--- config.mk ---
export PLATFORM = sky130hd
export DESIGN_NAME = i2c_master_transfer_sequencer_core_flat
export DESIGN_NICKNAME = d
export VERILOG_FILES = /design/src/rtl/core/i2cseq_pkg.sv /design/src/rtl/core/i2cseq_req_if.sv /design/src/rtl/core/i2cseq_rsp_if.sv /design/src/rtl/core/i2c_master_transfer_sequencer_core.sv /design/src/flat_wrapper.sv
export SDC_FILE = /design/constraint.sdc
export NUM_CORES = 1
export LEC_CHECK = 0
export BUFFER_PORTS_ARGS = -buffer_cell sky130_fd_sc_hd__buf_2
export CORE_UTILIZATION = 55
export CTS_BUF_LIST = sky130_fd_sc_hd__clkbuf_8
export DETAILED_ROUTE_END_ITERATION = 7
export PLACE_DENSITY = 0.86
export SETUP_SLACK_MARGIN = 0.5
export SLEW_MARGIN = 30
export SYNTH_ARGS = -nofsm -noshare
export SYNTH_HDL_FRONTEND = slang
export SYNTH_SLANG_ARGS = --single-unit
--- constraint.sdc ---
create_clock -name clk -period 3.4 [get_ports clk]
set_input_delay 0 -clock clk [delete_from_list [all_inputs] [get_ports clk]]
set_output_delay 0 -clock clk [all_outputs]
set_load 0.02 [all_outputs]
--- src/rtl/core/i2cseq_pkg.sv ---
// ----------------------------------------------------------------------------
// i2cseq_pkg
// Shared types and constants for the I2C master transfer sequencer.
// ----------------------------------------------------------------------------
package i2cseq_pkg;

	// Request kinds on the request channel.
	typedef enum logic [1:0] {
		REQ_WRITE = 2'd0,
		REQ_START = 2'd1,
		REQ_EVENT = 2'd2,
		REQ_READ  = 2'd3
	} req_kind_t;

	// Transfer status reported with every response.
	typedef enum logic [2:0] {
		XS_PENDING = 3'd0,
		XS_SUCCESS = 3'd1,
		XS_AW_NACK = 3'd2,
		XS_AR_NACK = 3'd3,
		XS_D_NACK  = 3'd4,
		XS_BUS_ERR = 3'd5,
		XS_OTHER   = 3'd6
	} xfer_status_t;

	// Bus status codes, low two bits masked off.
	localparam logic [7:0] ST_MASK        = 8'hFC;
	localparam logic [7:0] ST_BUS_ERR     = 8'h00;
	localparam logic [7:0] ST_START       = 8'h08;
	localparam logic [7:0] ST_REP_START   = 8'h10;
	localparam logic [7:0] ST_MTX_ADR_ACK = 8'h18;
	localparam logic [7:0] ST_MTX_ADR_NAK = 8'h20;
	localparam logic [7:0] ST_MTX_DAT_ACK = 8'h28;
	localparam logic [7:0] ST_MTX_DAT_NAK = 8'h30;
	localparam logic [7:0] ST_ARB_LOST    = 8'h38;
	localparam logic [7:0] ST_MRX_ADR_ACK = 8'h40;
	localparam logic [7:0] ST_MRX_ADR_NAK = 8'h48;
	localparam logic [7:0] ST_MRX_DAT_ACK = 8'h50;
	localparam logic [7:0] ST_MRX_DAT_NAK = 8'h58;

	typedef struct packed {
		logic [1:0] req_type;
		logic [2:0] buf_index;
		logic [7:0] buf_data;
		logic [3:0] msg_length;
		logic [7:0] bus_status;
		logic [7:0] rx_byte;
	} req_payload_t;

	typedef struct packed {
		logic       cmd_valid;
		logic       cmd_start;
		logic       cmd_stop;
		logic       cmd_ack;
		logic       cmd_clear_flag;
		logic       tx_load;
		logic [7:0] tx_byte;
		logic [2:0] xfer_status;
		logic       busy_res;
		logic [7:0] read_data;
	} rsp_payload_t;

endpackage

--- src/rtl/core/i2cseq_req_if.sv ---
// ----------------------------------------------------------------------------
// i2cseq_req_if
// Valid/ready request channel of the I2C master transfer sequencer.
// ----------------------------------------------------------------------------
interface i2cseq_req_if;
	import i2cseq_pkg::*;

	logic         valid;
	logic         ready;
	req_payload_t data;

	modport source (output valid, output data, input ready);
	modport sink (input valid, input data, output ready);
endinterface

--- src/rtl/core/i2cseq_rsp_if.sv ---
// ----------------------------------------------------------------------------
// i2cseq_rsp_if
// Valid/ready response channel of the I2C master transfer sequencer.
// ----------------------------------------------------------------------------
interface i2cseq_rsp_if;
	import i2cseq_pkg::*;

	logic         valid;
	logic         ready;
	rsp_payload_t data;

	modport source (output valid, output data, input ready);
	modport sink (input valid, input data, output ready);
endinterface

--- src/rtl/core/i2c_master_transfer_sequencer_core.sv ---
// A request's response is presented in the cycle after its transfer is accepted.
// Throughput: one request per cycle unless the sink stalls; the single response register
// is refilled in the same cycle it is emptied; one buffer read port per cycle suffices.
// Reset clears the byte pointer, length, status and active flag; the buffer is not cleared.
// ----------------------------------------------------------------------------
// i2c_master_transfer_sequencer_core
// Interrupt-driven I2C master transfer sequencer with a message byte buffer.
// ----------------------------------------------------------------------------
module i2c_master_transfer_sequencer_core #(
	parameter int BUF_DEPTH = 8
) (
	input  logic                clk,
	input  logic                arst_n,
	i2cseq_req_if.sink          req,
	i2cseq_rsp_if.source        rsp
);
	import i2cseq_pkg::*;

	// Address width of the buffer, width of the pointer (it saturates at
	// BUF_DEPTH, so it needs one more code), and a widened request index.
	localparam int AW = $clog2(BUF_DEPTH);
	localparam int PW = $clog2(BUF_DEPTH + 1);
	localparam int IW = (AW > 3) ? AW : 3;
	localparam logic [PW-1:0] DEPTH_P = PW'(BUF_DEPTH);

	// The message buffer lives in a synchronous memory. All control state
	// is small and kept in flops so that each event can see the result of
	// the one before it without waiting for the memory.
	logic [7:0]    mem [BUF_DEPTH];
	logic [7:0]    rdata_s1;

	logic [PW-1:0] ptr_q, ptr_d;
	logic [PW-1:0] len_q, len_d;
	xfer_status_t  status_q, status_d;
	logic          active_q, active_d;

	// Response register. tx_byte and read_data come from the registered
	// memory read data, selected by these two flags.
	logic          rsp_valid_q;
	logic          cmd_valid_s1, cmd_start_s1, cmd_stop_s1, cmd_ack_s1, cmd_clr_s1;
	logic          tx_load_s1, rd_sel_s1;

	logic          cmd_valid, cmd_start, cmd_stop, cmd_ack, cmd_clr;
	logic          tx_load, rd_sel;
	logic          acc;
	logic          we, re;
	logic [AW-1:0] waddr, raddr;
	logic [7:0]    wdata;

	logic [7:0]    stat;
	logic [IW-1:0] idx_ext;
	logic [AW-1:0] idx_addr;
	logic          idx_ok;
	logic [PW-1:0] p;
	logic [PW:0]   p_inc;
	req_kind_t     kind;

	// The response register frees up in the same cycle its transfer
	// completes, so a stalled sink is the only thing that holds requests.
	assign req.ready = !rsp_valid_q || rsp.ready;
	assign acc       = req.valid && req.ready;

	assign kind     = req_kind_t'(req.data.req_type);
	assign stat     = req.data.bus_status & ST_MASK;
	assign idx_ext  = IW'(req.data.buf_index);
	assign idx_addr = idx_ext[AW-1:0];
	assign idx_ok   = int'(req.data.buf_index) < BUF_DEPTH;

	always_comb begin
		ptr_d     = ptr_q;
		len_d     = len_q;
		status_d  = status_q;
		active_d  = active_q;
		cmd_valid = 1'b0;
		cmd_start = 1'b0;
		cmd_stop  = 1'b0;
		cmd_ack   = 1'b0;
		cmd_clr   = 1'b0;
		tx_load   = 1'b0;
		rd_sel    = 1'b0;
		we        = 1'b0;
		waddr     = idx_addr;
		wdata     = req.data.buf_data;
		raddr     = idx_addr;
		p         = ptr_q;
		p_inc     = '0;

		if (acc) begin
			unique case (kind)
				REQ_WRITE: begin
					we = idx_ok;
				end
				REQ_START: begin
					if (!active_q) begin
						if (int'(req.data.msg_length) > BUF_DEPTH) begin
							len_d = DEPTH_P;
						end else begin
							len_d = PW'(req.data.msg_length);
						end
						status_d  = XS_PENDING;
						active_d  = 1'b1;
						cmd_valid = 1'b1;
						cmd_start = 1'b1;
						cmd_clr   = 1'b1;
					end
				end
				REQ_READ: begin
					rd_sel = idx_ok;
				end
				REQ_EVENT: begin
					if (active_q) begin
						case (stat) inside
							ST_START, ST_REP_START, ST_MTX_ADR_ACK, ST_MTX_DAT_ACK: begin
								// A START of either kind rewinds to the address byte.
								if (stat == ST_START || stat == ST_REP_START) begin
									p = '0;
								end
								cmd_valid = 1'b1;
								cmd_clr   = 1'b1;
								if (p < len_q && p < DEPTH_P) begin
									tx_load = 1'b1;
									raddr   = p[AW-1:0];
									ptr_d   = p + 1'b1;
								end else begin
									ptr_d     = p;
									cmd_stop  = 1'b1;
									status_d  = XS_SUCCESS;
									active_d  = 1'b0;
								end
							end
							ST_MRX_DAT_ACK, ST_MRX_ADR_ACK: begin
								// Data bytes are stored at the pointer, which then
								// advances; every byte but the last one is ACKed.
								if (stat == ST_MRX_DAT_ACK && ptr_q < DEPTH_P) begin
									we    = 1'b1;
									waddr = ptr_q[AW-1:0];
									wdata = req.data.rx_byte;
									p     = ptr_q + 1'b1;
								end
								ptr_d     = p;
								p_inc     = {1'b0, p} + 1'b1;
								cmd_valid = 1'b1;
								cmd_clr   = 1'b1;
								cmd_ack   = p_inc < {1'b0, len_q};
							end
							ST_MRX_DAT_NAK: begin
								// Final byte: store it and release the bus with STOP.
								we        = ptr_q < DEPTH_P;
								waddr     = ptr_q[AW-1:0];
								wdata     = req.data.rx_byte;
								status_d  = XS_SUCCESS;
								active_d  = 1'b0;
								cmd_valid = 1'b1;
								cmd_clr   = 1'b1;
								cmd_stop  = 1'b1;
							end
							ST_ARB_LOST: begin
								cmd_valid = 1'b1;
								cmd_clr   = 1'b1;
								cmd_start = 1'b1;
							end
							default: begin
								// Error events leave the flag set and disable the interrupt.
								unique case (stat)
									ST_MTX_ADR_NAK: status_d = XS_AW_NACK;
									ST_MRX_ADR_NAK: status_d = XS_AR_NACK;
									ST_MTX_DAT_NAK: status_d = XS_D_NACK;
									ST_BUS_ERR:     status_d = XS_BUS_ERR;
									default:        status_d = XS_OTHER;
								endcase
								active_d  = 1'b0;
								cmd_valid = 1'b1;
							end
						endcase
					end
				end
				default: begin
				end
			endcase
		end
	end

	// A request never both reads and writes the buffer, and a read at one
	// edge sees every write made at earlier edges, so no forwarding is needed.
	assign re = tx_load || rd_sel;

	always_ff @(posedge clk) begin
		if (we) begin
			mem[waddr] <= wdata;
		end
		if (re) begin
			rdata_s1 <= mem[raddr];
		end
	end

	always_ff @(posedge clk or negedge arst_n) begin
		if (!arst_n) begin
			ptr_q       <= '0;
			len_q       <= '0;
			status_q    <= XS_PENDING;
			active_q    <= 1'b0;
			rsp_valid_q <= 1'b0;
		end else begin
			ptr_q    <= ptr_d;
			len_q    <= len_d;
			status_q <= status_d;
			active_q <= active_d;
			if (acc) begin
				rsp_valid_q <= 1'b1;
			end else if (rsp.ready) begin
				rsp_valid_q <= 1'b0;
			end
		end
	end

	// Status and busy are taken from the updated state of the same request.
	xfer_status_t status_s1;
	logic         busy_s1;

	always_ff @(posedge clk) begin
		if (acc) begin
			cmd_valid_s1 <= cmd_valid;
			cmd_start_s1 <= cmd_start;
			cmd_stop_s1  <= cmd_stop;
			cmd_ack_s1   <= cmd_ack;
			cmd_clr_s1   <= cmd_clr;
			tx_load_s1   <= tx_load;
			rd_sel_s1    <= rd_sel;
			status_s1    <= status_d;
			busy_s1      <= active_d;
		end
	end

	assign rsp.valid               = rsp_valid_q;
	assign rsp.data.cmd_valid      = cmd_valid_s1;
	assign rsp.data.cmd_start      = cmd_start_s1;
	assign rsp.data.cmd_stop       = cmd_stop_s1;
	assign rsp.data.cmd_ack        = cmd_ack_s1;
	assign rsp.data.cmd_clear_flag = cmd_clr_s1;
	assign rsp.data.tx_load        = tx_load_s1;
	assign rsp.data.tx_byte        = tx_load_s1 ? rdata_s1 : 8'h00;
	assign rsp.data.xfer_status    = status_s1;
	assign rsp.data.busy_res       = busy_s1;
	assign rsp.data.read_data      = rd_sel_s1 ? rdata_s1 : 8'h00;

	// A STOP always ends the transfer.
	a_stop_ends: assert property (@(posedge clk) disable iff (!arst_n)
		rsp.valid && rsp.data.cmd_stop |-> !rsp.data.busy_res)
		else $error("STOP issued while transfer still marked busy");

	// Without a command, no command bit may be set.
	a_cmd_quiet: assert property (@(posedge clk) disable iff (!arst_n)
		rsp.valid && !rsp.data.cmd_valid |-> !(rsp.data.cmd_start || rsp.data.cmd_stop
			|| rsp.data.cmd_ack || rsp.data.cmd_clear_flag || rsp.data.tx_load))
		else $error("command bits set without cmd_valid");

	// The pointer saturates at the buffer depth.
	a_ptr_range: assert property (@(posedge clk) disable iff (!arst_n)
		ptr_q <= DEPTH_P)
		else $error("byte pointer beyond buffer depth");

	// A start accepted while idle makes the block active.
	a_start_active: assert property (@(posedge clk) disable iff (!arst_n)
		acc && kind == REQ_START && !active_q |=> active_q && status_q == XS_PENDING)
		else $error("start request did not activate the transfer");

	// Transmit loads and buffer reads never share a response.
	a_rd_tx_excl: assert property (@(posedge clk) disable iff (!arst_n)
		rsp.valid |-> !(tx_load_s1 && rd_sel_s1))
		else $error("tx load and buffer read in one response");

endmodule

--- src/flat_wrapper.sv ---
// flat-port wrapper written by rule: the top's interface ports become plain ports
module i2c_master_transfer_sequencer_core_flat import i2cseq_pkg::*;
#(
	parameter int BUF_DEPTH = 8
)
  (clk, arst_n, req_valid, req_data, req_ready, rsp_valid, rsp_data, rsp_ready);
  i2cseq_req_if req_i ();
  i2cseq_rsp_if rsp_i ();
  input  logic clk;
  input  logic arst_n;
  input wire logic [$bits(req_i.valid)-1:0] req_valid;
  input wire logic [$bits(req_i.data)-1:0] req_data;
  output wire logic [$bits(req_i.ready)-1:0] req_ready;
  output wire logic [$bits(rsp_i.valid)-1:0] rsp_valid;
  output wire logic [$bits(rsp_i.data)-1:0] rsp_data;
  input wire logic [$bits(rsp_i.ready)-1:0] rsp_ready;
  assign req_i.valid = req_valid;
  assign req_i.data = req_data;
  assign req_ready = req_i.ready;
  assign rsp_valid = rsp_i.valid;
  assign rsp_data = rsp_i.data;
  assign rsp_i.ready = rsp_ready;
  i2c_master_transfer_sequencer_core #(.BUF_DEPTH(BUF_DEPTH)) u_core (.clk(clk), .arst_n(arst_n), .req(req_i), .rsp(rsp_i));
endmodule
==> metrics <==
syn_nets 496; vias per std cell approximately 6.3; post-DP HPWL 8560 um; Post-synth top cells edfxtp_1, nand2_1, nor2_1; CP Cell Sequence nand2b_1 > nand2_2 > or3_4 > o41a_1 > buf_4 > o32ai_1 > o22ai_2 > a311oi_2; compound-cell area share of the yosys netlist 0.182; Net Switching 0.000744 W; xor-xnor portion of the synthesized cell area 0.00858; Mean Syn Cell Area 11.4 um2; Critical Path AT 3070 ps; Setup-failing EPs final 0; final worst-path cycle share 0.851; # DRC 5; Startpoint Class flip-flop; Final nets 583; CTS tree done; CP peak stage delay 480 ps; flop2flop setup slack slightly above 500 ps; Clock Skew 18.2 ps; die width 98.3 um; Max FO, Critical Path 10; CP Launch Point u_core.rsp.valid; final slew viol count 0; placed cell areas about 0.0056 mm2; initial antenna violation count 0; worst min-delay path category in -> async; GPL Wtd Cong 0.919; most common cell in the synthesized netlist edfxtp_1; clock power share 0.294; Initial Util 0.576; CTS HTree Levels 3; minimum clock period 2890 ps; Worst-Skew Late Latency about 380 ps; CP max stage cell o41a_1; Seq pwr share 0.535; FP Rows 34; multiplexer share of the synthesized area 0.0277; DR WL/cell 19.5 um; first-pass GRT wire length ~20000 um; CTS buffer count 9; Vias 4072; core area 0.00885 mm2; synthesized cell area a little over 0.005 mm2; final WL about 13000 um; Netlist cell types 60; clk buf depth 2; vias in the first global route 4024; FF-to-FF End u_core.rdata_s1[3]; clk root buf clkbuf_8; Post-synth EDFFs 83; full die area approximately 0.0097 mm2; # IOs between 60 and 70; P&R area growth vs syn 19.8%; Final Hold Fails 0; dpl cells 615; max-cap viol count 0; reg2reg start u_core.rsp.valid; max_slew headroom 0.588; worst reg-to-reg path cell count 8; WP data required 3570 ps; largest family of logic cells by synthesized area compound AO/OA/AOI/OAI gates; layout cells sized above 1 0.283; status complete, but fails checks; All-Layer GR Usage 0.270; Starting DRT DRC Count between 300 and 400; Post-synth ARST share 0.135; PwrDens roughly 410 mW/mm2; drt first pass iters 8; Adder-Cell Fraction of Synth Area 0.0285; Post-Syn Instances between 400 and 500; Leak 2.32 nW; Worst Tran Pin Value 615 ps; DRT antenna net count 0; YS warnings 0; WS Path Type reg -> reg; Max VDD drop 250 uV; top cell type's share of synthesized area 0.489; final instance area 0.00611 mm2; Fmax achieved 346 MHz; Worst-path clk slew about 110 ps; RSZ-0062 raised after global routing true; P_int between 0.0015 and 0.002 W; largest net degree at the start of global routing 25; Die H between 90 and 100 um; ant diodes 0; Comb power frac 0.171; crit path capture type flip-flop; Yosys top cell by area edfxtp_1; Seq/Total Area, Yosys 0.552; clk sink count 96; setup TNS 0 ps; FF+latch count, synth 96; Simple-Gate Fraction of Synth Area 0.147; port buffer count 62; failing checks DRC; top cells by area, synth edfxtp_1, dfrtp_1, and2_1; Worst Setup EP u_core.rdata_s1[3]; fin cells roughly 650; top_reg_cell synth edfxtp_1; Remaining Overflow, GRT 0; Sw Ratio 0.295
==> metal layers <==
| layer | vias up | part of all wire | wire length (um) | track usage |
|---|---|---|---|---|
| li1 | 1861 | - | - | - |
| met1 | 1952 | 0.38 | 4840 | 0.335 |
| met2 | 220 | 0.51 | 6410 | 0.472 |
| met3 | 39 | 0.085 | 1070 | 0.0480 |
| met4 | 0 | 0.028 | 352 | 0.103 |
| met5 | - | 0 | 0 | 0 |
==> worst min path at each step <==
stage,to,slack [ps],cells past startpoint
5_1_grt,u_core.status_q[0],70,2
6_report,u_core.status_q[0],50,2
3_3_place_gp,u_core.status_q[2],-80,1
3_5_place_dp,u_core.status_q[2],-80,1
2_1_floorplan,u_core.active_q,-300,0
4_1_cts,u_core.status_q[0],60,2
==> critical path, delay by kind of cell (launching register included) <==
family                 cells  cell delay (ps)
and+or+nand+nor            3              780
buffers and inverters      1              200
DFF                        1              400
AOI/OAI and AO/OA          4             1310
==> cells in the final DEF, fill, tap and decap left out, types with 10 or more instances in the layout <==
master / instances
nor2_1: 31
nand2_1: 33
edfxtp_1: 83
buf_4: 31
a21boi_0: 17
a21oi_1: 17
buf_2: 62
o21ai_0: 10
o32ai_1: 14
nand2b_1: 13
and2_1: 26
inv_1: 30
dfrtp_1: 11
==> sequential cells by signal (all words and copies together) (netlist names), 3 cells and up <==
name and count:
u_core.rdata_s1 8, u_core.status_q 3, u_core.mem 64, u_core.len_q 4, u_core.ptr_q 4, u_core.status_s1 3
==> what timing repair did <==
action | in CTS | in global routing
hold endpoints to repair | 18 | 0
gates resized for setup | 10 | 11
pin swaps | 5 | 0
hold buffers | 9 | 0
endpoints found under the setup margin | 9 | 9
buffers inserted | 6 | 3
==> metrics by stage <==
stage / hold WS [ps] / power [W] / util / setup slack, ps
global route: 74.3 / 0.00261 / 0.691 / 407
detailed placement: -81.0 / 0.00176 / 0.638 / 62.0
finish: 49.8 / 0.00252 / 0.691 / 507
global placement: -84.8 / 0.00174 / 0.638 / 202
CTS: 55.9 / 0.00250 / 0.681 / 528
floorplan: -296 / 0.00163 / - / 512
==> power by group through the flow <==
stage	clock network (W)	logic [W]	registers, W
2_1_floorplan	0	0.000270	0.00136
3_3_place_gp	0	0.000368	0.00137
3_5_place_dp	0	0.000384	0.00137
4_1_cts	0.000744	0.000412	0.00135
5_1_grt	0.000794	0.000465	0.00135
6_report	0.000740	0.000431	0.00135
==> cell type report <==
cell class | instances | area [um2]
Clock buffer | 9 | 124
Timing Repair Buffer | 103 | 644
Fill cell | 582 | 2740
Tap cell | 108 | 135
Clock inverter | 7 | 68.8
Multi-Input combinational cell | 296 | 2210
Sequential cell | 96 | 2820
Inverter | 30 | 113
==> cell families after synthesis <==
family                     count (synthesis)
DFF                                       96
and+or+nand+nor                          144
adders and majority gates                 12
AOI/OAI and AO/OA                        122
buffers and inverters                     57
muxes                                     13
xor gates and xnor gates                   5
Power figures use the tool's default switching activity.
